==> config.mk <==
export PLATFORM = sky130hd
export DESIGN_NAME = log_word_set_decoder_top
export DESIGN_NICKNAME = d
export VERILOG_FILES = /design/src/design/lwsd_pkg.sv /design/src/design/lwsd_store.sv /design/src/design/lwsd_stamp.sv /design/src/design/log_word_set_decoder_top.sv
export SDC_FILE = /design/constraint.sdc
export NUM_CORES = 1
export LEC_CHECK = 0
export ABC_AREA = 1
export BUFFER_PORTS_ARGS = -buffer_cell sky130_fd_sc_hd__buf_2
export CAP_MARGIN = 10
export CELL_PAD_IN_SITES_DETAIL_PLACEMENT = 1
export CELL_PAD_IN_SITES_GLOBAL_PLACEMENT = 1
export CORE_MARGIN = 2
export CORE_UTILIZATION = 53
export CTS_CLUSTER_DIAMETER = 150
export DETAILED_ROUTE_END_ITERATION = 6
export HOLD_SLACK_MARGIN = 0.06
export PLACE_DENSITY = 0.83
export SYNTH_ARGS = -nofsm -noshare
export SYNTH_HDL_FRONTEND = slang
export SYNTH_SLANG_ARGS = --single-unit
==> constraint.sdc <==
create_clock -name clk -period 6.7 [get_ports clk]
set_clock_uncertainty 0.2 [all_clocks]
set_input_delay 1.34 -clock clk [delete_from_list [all_inputs] [get_ports clk]]
set_output_delay 1.34 -clock clk [all_outputs]
set_load 0.05 [all_outputs]
==> src/design/lwsd_pkg.sv <==
// Shared types and constants of the log word set decoder.
package lwsd_pkg;

    localparam int CHANNELS    = 32;
    localparam int CHAN_W      = 5;
    localparam int STORE_DEPTH = 1 << CHAN_W;
    localparam int VAL_W       = 10;
    localparam int MAG_W       = 9;
    localparam int HALF_BITS   = 14;
    localparam int TIME_W      = 31;
    localparam int SCALE_SHIFT = 3;

    localparam logic [1:0] CMD_LOG     = 2'd0;
    localparam logic [1:0] CMD_FLUSH   = 2'd1;
    localparam logic [1:0] CMD_RESTART = 2'd2;

    localparam int STAMP_FLAG_BIT = 15;
    localparam int STAMP_HIGH_BIT = 14;
    localparam int CHAN_POS       = 10;

    localparam logic [CHAN_W-1:0] LAST_CHAN = CHAN_W'(CHANNELS - 1);

    typedef struct packed {
        logic [1:0]  command;
        logic [15:0] log_word;
    } word_req_t;

    typedef struct packed {
        logic [TIME_W-1:0] set_time;
        logic              bad_signature;
        logic [CHAN_W-1:0] channel;
        logic              valid_res;
        logic [MAG_W-1:0]  magnitude;
        logic              negative;
        logic              last;
    } result_t;

    typedef struct packed {
        logic              wr_en;
        logic [CHAN_W-1:0] wr_addr;
        logic [VAL_W-1:0]  wr_data;
        logic              clear;
        logic              rd_en;
        logic [CHAN_W-1:0] rd_addr;
    } store_cmd_t;

    typedef struct packed {
        logic              set_open;
        logic              have_pending;
        logic [TIME_W-1:0] open_time;
        logic              open_bad;
    } set_status_t;

    typedef enum logic {
        ST_IDLE,
        ST_DUMP
    } dump_state_t;

endpackage

==> src/design/lwsd_store.sv <==
// Per-channel value memory with registered read and flip-flop valid bits.
module lwsd_store
    import lwsd_pkg::*;
(
    input  logic             clk,
    input  logic             rst_n,
    input  store_cmd_t       cmd,
    output logic             rd_valid,
    output logic [VAL_W-1:0] rd_value
);

    logic [VAL_W-1:0]       value_mem [STORE_DEPTH];
    logic [STORE_DEPTH-1:0] valid_reg;
    logic [VAL_W-1:0]       rd_value_reg;
    logic                   rd_valid_reg;

    always_ff @(posedge clk or negedge rst_n)
    begin
        if (!rst_n)
        begin
            valid_reg <= '0;
        end
        else if (cmd.clear)
        begin
            valid_reg <= '0;
        end
        else if (cmd.wr_en)
        begin
            valid_reg[cmd.wr_addr] <= 1'b1;
        end
    end

    always_ff @(posedge clk)
    begin
        if (cmd.wr_en)
        begin
            value_mem[cmd.wr_addr] <= cmd.wr_data;
        end
        if (cmd.rd_en)
        begin
            rd_value_reg <= value_mem[cmd.rd_addr];
            rd_valid_reg <= valid_reg[cmd.rd_addr];
        end
    end

    assign rd_valid = rd_valid_reg;
    assign rd_value = rd_value_reg;

endmodule

==> src/design/lwsd_stamp.sv <==
// Timestamp pairing and open-set state.
module lwsd_stamp
    import lwsd_pkg::*;
(
    input  logic        clk,
    input  logic        rst_n,
    input  logic        take,
    input  word_req_t   req,
    output set_status_t status
);

    logic [15:0]       pending_reg, pending_next;
    logic              have_pending_reg, have_pending_next;
    logic              set_open_reg, set_open_next;
    logic [TIME_W-1:0] open_time_reg, open_time_next;
    logic              open_bad_reg, open_bad_next;

    logic              a_high;
    logic              b_high;
    logic [2*HALF_BITS-1:0] pair_time;

    always_comb
    begin
        a_high = pending_reg[STAMP_HIGH_BIT];
        b_high = req.log_word[STAMP_HIGH_BIT];
        if (a_high && !b_high)
        begin
            pair_time = {pending_reg[HALF_BITS-1:0], req.log_word[HALF_BITS-1:0]};
        end
        else if (b_high && !a_high)
        begin
            pair_time = {req.log_word[HALF_BITS-1:0], pending_reg[HALF_BITS-1:0]};
        end
        else
        begin
            pair_time = '0;
        end

        pending_next      = pending_reg;
        have_pending_next = have_pending_reg;
        set_open_next     = set_open_reg;
        open_time_next    = open_time_reg;
        open_bad_next     = open_bad_reg;

        if (take)
        begin
            unique case (req.command) inside
                CMD_FLUSH, CMD_RESTART:
                begin
                    set_open_next     = 1'b0;
                    have_pending_next = 1'b0;
                    pending_next      = '0;
                end
                CMD_LOG:
                begin
                    if (req.log_word[STAMP_FLAG_BIT])
                    begin
                        if (!have_pending_reg)
                        begin
                            // First half: any open set is closed by this word.
                            set_open_next     = 1'b0;
                            pending_next      = req.log_word;
                            have_pending_next = 1'b1;
                        end
                        else
                        begin
                            open_time_next    = {pair_time, {SCALE_SHIFT{1'b0}}};
                            open_bad_next     = (a_high == b_high);
                            set_open_next     = 1'b1;
                            have_pending_next = 1'b0;
                            pending_next      = '0;
                        end
                    end
                    else if (have_pending_reg)
                    begin
                        have_pending_next = 1'b0;
                        pending_next      = '0;
                    end
                end
                default:
                begin
                end
            endcase
        end
    end

    always_ff @(posedge clk or negedge rst_n)
    begin
        if (!rst_n)
        begin
            pending_reg      <= '0;
            have_pending_reg <= 1'b0;
            set_open_reg     <= 1'b0;
            open_time_reg    <= '0;
            open_bad_reg     <= 1'b0;
        end
        else
        begin
            pending_reg      <= pending_next;
            have_pending_reg <= have_pending_next;
            set_open_reg     <= set_open_next;
            open_time_reg    <= open_time_next;
            open_bad_reg     <= open_bad_next;
        end
    end

    assign status.set_open     = set_open_reg;
    assign status.have_pending = have_pending_reg;
    assign status.open_time    = open_time_reg;
    assign status.open_bad     = open_bad_reg;

endmodule

==> src/design/log_word_set_decoder_top.sv <==
// Log word set decoder: request decode, set dump sequencer and result register.
// A request that emits nothing leaves the decoder idle, so the next can follow at once.
// A request that emits a set gives 32 results, paced by the one-read-in-flight channel
// walk over the store memory and held back while the result register holds an untaken
// result; the next request is taken after the last result loads.
// Reset clears all control state and the valid bits at once; there is no clearing pass.
module log_word_set_decoder_top
    import lwsd_pkg::*;
(
    input  logic      clk,
    input  logic      rst_n,
    input  logic      item_valid,
    output logic      item_ready,
    input  word_req_t item,
    output logic      result_valid,
    input  logic      result_ready,
    output result_t   result
);

    dump_state_t       state_reg, state_next;
    logic [CHAN_W-1:0] ch_reg, ch_next;
    logic              inflight_reg, inflight_next;
    logic [CHAN_W-1:0] rd_ch_reg, rd_ch_next;
    logic              out_valid_reg, out_valid_next;
    result_t           out_reg, out_next;

    logic              take;
    logic              emit;
    logic              issue;
    logic              is_stamp;
    logic [CHAN_W-1:0] word_ch;
    store_cmd_t        store_cmd;
    set_status_t       status;
    logic              rd_valid;
    logic [VAL_W-1:0]  rd_value;

    lwsd_stamp u_stamp (
        .clk    (clk),
        .rst_n  (rst_n),
        .take   (take),
        .req    (item),
        .status (status)
    );

    lwsd_store u_store (
        .clk      (clk),
        .rst_n    (rst_n),
        .cmd      (store_cmd),
        .rd_valid (rd_valid),
        .rd_value (rd_value)
    );

    assign item_ready = (state_reg == ST_IDLE);
    assign take       = item_valid && item_ready;
    assign is_stamp   = item.log_word[STAMP_FLAG_BIT];
    assign word_ch    = item.log_word[CHAN_POS +: CHAN_W];

    assign emit = take && status.set_open
                  && ((item.command == CMD_FLUSH) || ((item.command == CMD_LOG) && is_stamp));

    // Reads happen only while dumping and writes only while idle, so the two never meet.
    assign issue = (state_reg == ST_DUMP) && !inflight_reg && (!out_valid_reg || result_ready);

    always_comb
    begin
        store_cmd.wr_en   = take && (item.command == CMD_LOG) && !is_stamp
                            && !status.have_pending && status.set_open
                            && ({1'b0, word_ch} < (CHAN_W + 1)'(CHANNELS));
        store_cmd.wr_addr = word_ch;
        store_cmd.wr_data = item.log_word[VAL_W-1:0];
        store_cmd.clear   = take && (item.command == CMD_RESTART);
        store_cmd.rd_en   = issue;
        store_cmd.rd_addr = ch_reg;
    end

    always_comb
    begin
        state_next     = state_reg;
        ch_next        = ch_reg;
        inflight_next  = inflight_reg;
        rd_ch_next     = rd_ch_reg;
        out_valid_next = out_valid_reg;
        out_next       = out_reg;

        if (out_valid_reg && result_ready)
        begin
            out_valid_next = 1'b0;
        end

        unique case (state_reg)
            ST_IDLE:
            begin
                if (emit)
                begin
                    state_next = ST_DUMP;
                    ch_next    = '0;
                end
            end
            ST_DUMP:
            begin
                if (issue)
                begin
                    inflight_next = 1'b1;
                    rd_ch_next    = ch_reg;
                    ch_next       = ch_reg + 1'b1;
                end
                if (inflight_reg)
                begin
                    inflight_next          = 1'b0;
                    out_valid_next         = 1'b1;
                    out_next.set_time      = status.open_time;
                    out_next.bad_signature = status.open_bad;
                    out_next.channel       = rd_ch_reg;
                    out_next.valid_res     = rd_valid;
                    out_next.magnitude     = rd_valid ? rd_value[MAG_W-1:0] : '0;
                    out_next.negative      = rd_valid && rd_value[MAG_W];
                    out_next.last          = (rd_ch_reg == LAST_CHAN);
                    if (rd_ch_reg == LAST_CHAN)
                    begin
                        state_next = ST_IDLE;
                    end
                end
            end
            default:
            begin
                state_next = ST_IDLE;
            end
        endcase
    end

    always_ff @(posedge clk or negedge rst_n)
    begin
        if (!rst_n)
        begin
            state_reg     <= ST_IDLE;
            ch_reg        <= '0;
            inflight_reg  <= 1'b0;
            out_valid_reg <= 1'b0;
        end
        else
        begin
            state_reg     <= state_next;
            ch_reg        <= ch_next;
            inflight_reg  <= inflight_next;
            out_valid_reg <= out_valid_next;
        end
    end

    always_ff @(posedge clk)
    begin
        rd_ch_reg <= rd_ch_next;
        out_reg   <= out_next;
    end

    assign result_valid = out_valid_reg;
    assign result       = out_reg;

endmodule

* Word level (Yosys, flattened, before mapping)
Memories as Yosys holds them, arrays and structs flattened. A register that Yosys moved wholly into a read port is not among the register bits.
Index checks and enable logic that the tools add are counted.
Widths: inputs -> output; s select.
** Word-level totals
- Register bits after elaboration :: 138
- Bits in writable memories :: 320
- Input port bits :: 22
- Output and inout bits :: 51
- Logic and storage cells :: 101
- Memories :: 1
** Memory list
- u_store.value_mem :: words 32, bits a word 10, read ports 1, clocked after Yosys merged registers in 1, wr ports 1, RTL line lwsd_store.sv:12 : logic [VAL_W-1:0] value_mem [STORE_DEPTH];
** Operators by class
- Add/subtract/negate cells :: 1
- Magnitude comparators :: 3
- Equality and inequality tests :: 8
- Multiplexer cells :: 32
- Bitwise logic cells :: 2
- Reductions and logical operators :: 35
** Operators by type and width (number)
- $mux 32 :: 2
- $mux 28 :: 2
- $mux 15 :: 3
- $or 32x32->32 :: 1
- $pmux 15 s2 :: 1
- $logic_and 1x1->1 :: 16
- $mux 1 :: 16
- $lt 5x6->1 const B :: 2
- $mux 5 :: 2
- $pmux 5 s2 :: 1
- $reduce_and 2->1 :: 4
- $logic_not 1->1 :: 6
- $pmux 1 s2 :: 3
- $reduce_and 3->1 :: 2
- $add 5x1->5 const B :: 1
- $bmux 1 s5 :: 1
- $demux 1 s5 :: 1
- $eq 5x5->1 const B :: 1
- $ge 5x1->1 const B :: 1
- $ne 2x1->1 const B :: 2
- $reduce_and 4->1 :: 1
- $reduce_bool 2->1 :: 2
- $ne 3x2->1 const B :: 1
- $eq 2x1->1 const B :: 1
- other kinds (7) :: 8

* Longest topological paths before layout
- Depth in word-level cells :: 8
- Gate-level depth with buffers :: 12
- Gate-level depth less buffers :: 9

* Cells and area by module
From an unflattened synthesis, not the netlist that was laid out.
** Second synthesis, totals
- Cell total of the unflattened synthesis :: 1811
- Area, all modules :: 19667.6 sq um
** By module, submodules not included
- lwsd_store :: instances 1, cells an instance 1336, area each 14988.1 sq um, seq. area each 10740.3 sq um
- lwsd_stamp :: instances 1, cells an instance 330, area each 2448.6 sq um, seq. area each 1151.1 sq um
- log_word_set_decoder_top :: instances 1, cells an instance 145, area each 2230.9 sq um, seq. area each 1821.7 sq um

* Worst setup path after synthesis
OpenSTA, ideal clock, no wires.
- Path kind :: input to register
- Start point :: input port item[16] (netlist name)
- End point :: memory u_store.value_mem[18][0], enable pin
- Setup time :: 0.376 ns
- Data arrival time :: 2.477 ns
- Data required time :: 6.124 ns
- Path slack :: 3.647 ns
- Cell stages on the path :: 7
- Path buffers :: 0
- Cell sequence :: nor2_2 > nand2_2 > inv_2 > nand3_4 > inv_2 > nand3_2 > nor2_1
** Between the ends
- Longest elaborated chain between the ends :: 7
** Ends and longest elaborated chain
- start, declared :: RTL line log_word_set_decoder_top.sv:14 : input word_req_t item,
- $logic_not 2->1 :: RTL line log_word_set_decoder_top.sv:66 : store_cmd.wr_en = take && (item.command == CMD_LOG) && !is_stamp
- $logic_and 1x1->1 (2 in a row) :: RTL line log_word_set_decoder_top.sv:66
- $logic_and 1x1->1 (2 in a row) :: RTL line log_word_set_decoder_top.sv:67 : && !status.have_pending && status.set_open
- $mux 1 :: RTL line lwsd_store.sv:35 : if (cmd.wr_en)
- $mux 1 (implied by the code) :: RTL line lwsd_store.sv:37 : value_mem[cmd.wr_addr] <= cmd.wr_data;
- end, declared :: RTL line lwsd_store.sv:12
Every way passes these cells.

==> run_results.csv <==
group,metric,value,unit
status,status,"complete, no violations",
drt,drt_iter0_markers,1266,
clock_tree,htreeDepth,2,
placed_design,dp_hpwl,35800,um
sta,max_slew_margin,0.243,
clock_tree,clk_latency,0.58,ns
logic_synthesis,ys_seq_elements,468,
global_route,first_global_vias,15000,
logic_synthesis,synthMuxAreaShare,0,
worst_setup_path,path_buf_inv,2,
power_and_ir_drop,powerDensity,445,nW/um^2
worst_setup_path,cp_cell_sequence,"clkinv_1, nand2_1, a21oi_1, nor2_1, nand2_1, nand2_1, inv_1",
clock_tree,cts_buffers,47,
sta,setup_tns,0,ns
drt,routedWlPerCell,24.0,um
cells_and_area,synthToLayoutAreaGrowth,11.0,%
power_and_ir_drop,p_leak,9.16,nW
sta,fmax,0.239,GHz
worst_setup_path,critPathTopFamily,"simple AND/OR/NAND/NOR gates",
run,drv_cap,0,
clock_tree,cts_resized,0,
cells_and_area,largest_reg_flops,320,
sta,period_needed,4.18,ns
worst_setup_path,crit_path_max_fanout,26,
worst_setup_path,cp-end-kind,"register",
sta,finalSetupViolCount,0,
cells_and_area,fill_cells,3875,
worst_setup_path,path_class,"register to register",
clock_tree,cts_sinks,468,
sta,postLayoutSetupSlackWorst,2.52,ns
drt,drt-vias-per-instance,5.82,
cells_and_area,diodes,0,
drt,vias,14100,
worst_setup_path,crit_required,6.84,ns
sta,max_slew.worst_pin.slew,1.14,ns
logic_synthesis,yosys.area_share.simple,0.200,
logic_synthesis,netlist-cell-type-count,31,
worst_setup_path,max_stage_delay,1.09,ns
placed_design,port_buffers,69,
sta,timing.final.crit_share,0.624,
power_and_ir_drop,ir_drop,0.000257,V
clock_tree,tritoncts,"done",
clock_tree,clockBufferDepth,3,
global_route,grt_use_total,0.307,
global_route,gr-total-overflow,0,
drt,wl,58100,um
floorplan,die-area,38700,sq um
logic_synthesis,synth_area,19700,sq um
placed_design,place_ws,2.62,ns
sta,rsz0062_at_grt,"false",
worst_setup_path,slowest_stage,"dfrtp_1",
logic_synthesis,yosysWarnings,0,
global_route,grt_antenna_before_repair,0,
floorplan,core_area,36600,sq um
global_route,grt_pass1_wl,88500,um
drt,final_antenna_net_count,0,
logic_synthesis,synth-adder-area-share,0.00191,
clock_tree,clkSlewWorstSetupHoldPaths,0.06,ns
clock_tree,postCtsHoldBufs,0,
floorplan,io_pins,73,
logic_synthesis,synth_xor_area_frac,0.000445,
clock_tree,cts-root-buf,"clkbuf_16",
cells_and_area,layout.nets,1941,
floorplan,die_w,197,um
worst_setup_path,crit_path_start_kind,"register",
sta,slew_violations,0,
clock_tree,cts_setup_buffers,0,
floorplan,die_h,197,um
placed_design,placed_cells,2333,
floorplan,fp-row-count,70,
drt,drtPass1Iterations,5,
logic_synthesis,synth_compound_area_frac,0.0345,
drt,remaining_drc_errors,0,
logic_synthesis,synth_top_family_by_area,"simple AND/OR/NAND/NOR gates",
logic_synthesis,netlist_instances,1877,
global_route,grt_start_max_net_pins,96,
placed_design,gp_congestion,0.906,
cells_and_area,layout.cells.non_filler,2421,
cells_and_area,drive_gt1_frac,0.0891,
logic_synthesis,ys_seq_area_frac,0.692,
logic_synthesis,synth.avg_cell_area,10.5,sq um
floorplan,start_util,0.538,
worst_hold_path,hold_class,"register to register",
worst_setup_path,cp.arrival,4.33,ns
worst_setup_path,cpMostUsedCell,"nand2_1",
sta,hold_viol_final,0,
-- cells in the mapped netlist (all sizes together) --
cell type / instances / area [sq um]
ha: 3 / 37.5
inv: 249 / 935
o21ai: 24 / 120
o211ai: 12 / 90.1
nand3: 249 / 1270
buf: 57 / 313
nor2: 97 / 407
nand2: 585 / 2200
a31oi: 28 / 181
a21oi: 55 / 287
dfrtp: 86 / 2150
edfxtp: 382 / 11500
nand4: 1 / 6.26
conb: 1 / 3.75
nor3: 5 / 25.0
clkbuf: 38 / 143
xor2: 1 / 8.76
clkinv: 3 / 11.3
nor3b: 1 / 12.5
-- per-layer routing --
metal / GRT usage / up-vias / share of wire
li1: - / 6216 / -
met1: 0.381 / 7092 / 0.38
met2: 0.522 / 628 / 0.50
met3: 0.0561 / 153 / 0.072
met4: 0.146 / 0 / 0.046
met5: 0 / - / 0
-- kinds of logic (layout without fill, tap and decap cells) --
family                     Yosys count  in the layout
AOI/OAI and AO/OA                  119            119
other                                1              3
DFF                                468            468
and+or+nand+nor                    938            938
xor gates and xnor gates             1              1
buffers and inverters              347            421
adders and majority gates            3              3
-- power breakdown --
group	switching [W]	total, W	leakage, nW	internal, W
registers	0.000315	0.00395	4.52	0.00364
logic	0.00237	0.00309	3.88	0.000715
clock network	0.00110	0.00267	0.757	0.00157
total	0.00379	0.00971	9.16	0.00593
-- cell usage in the layout (no fill, tap or decap), drive strengths merged --
| cell | count |
|---|---|
| clkbuf | 66 |
| clkinv | 18 |
| inv | 248 |
| nor3b | 1 |
| edfxtp | 382 |
| clkinvlp | 1 |
| nand2 | 585 |
| a21oi | 55 |
| conb | 3 |
| dfrtp | 86 |
| a31oi | 28 |
| ha | 3 |
| nand3 | 249 |
| bufinv | 5 |
| nand4 | 1 |
| nor3 | 5 |
| o21ai | 24 |
| nor2 | 97 |
| xor2 | 1 |
| o211ai | 12 |
| buf | 83 |
-- cell type report --
type	count	area, sq um	area share
flip-flops and latches	468	13600	0.624
multi-input cells	1064	4670	0.214
clock buffers	66	1330	0.0609
inverters	252	948	0.0434
well taps	468	586	0.0268
repair buffers	83	465	0.0213
clock inverters	20	219	0.0100
-- worst reg2reg max path, stage by stage, from the launching register on --
cell and delay, ns:
dfrtp_1 1.09, clkinv_1 1.10, nand2_1 1.04, a21oi_1 0.13, nor2_1 0.21, nand2_1 0.08, nand2_1 0.06, inv_1 0.04
-- per-stage QoR --
stage          total power (W)   util  hold slack, ns  instance area [sq um]
5_1_grt                 0.0101  0.597           0.251                  21800
3_5_place_dp           0.00701  0.554           0.233                  20300
2_1_floorplan          0.00596      -           0.219                  19700
4_1_cts                0.00970  0.596           0.248                  21800
3_3_place_gp           0.00688  0.554           0.232                  20300
6_report               0.00971  0.597           0.246                  21800
-- path summary, 6_finish.rpt --
check / to / slack, ns / startpoint / cells after the start
min in group asynchronous: u_stamp.open_time_reg[26] / 0.60 / rst_n / 1
hold / removal: result[46] / 0.25 / u_stamp.open_time_reg[28] / 0
hold reg to reg: result[46] / 0.25 / u_stamp.open_time_reg[28] / 0
setup / recovery: u_store.rd_value[4] / 2.52 / ch_reg[2] / 7
setup reg to reg: u_store.rd_value[4] / 2.52 / ch_reg[2] / 7
max in group asynchronous: ch_reg[0] / 4.65 / rst_n / 2
Power figures use the tool's default switching activity.
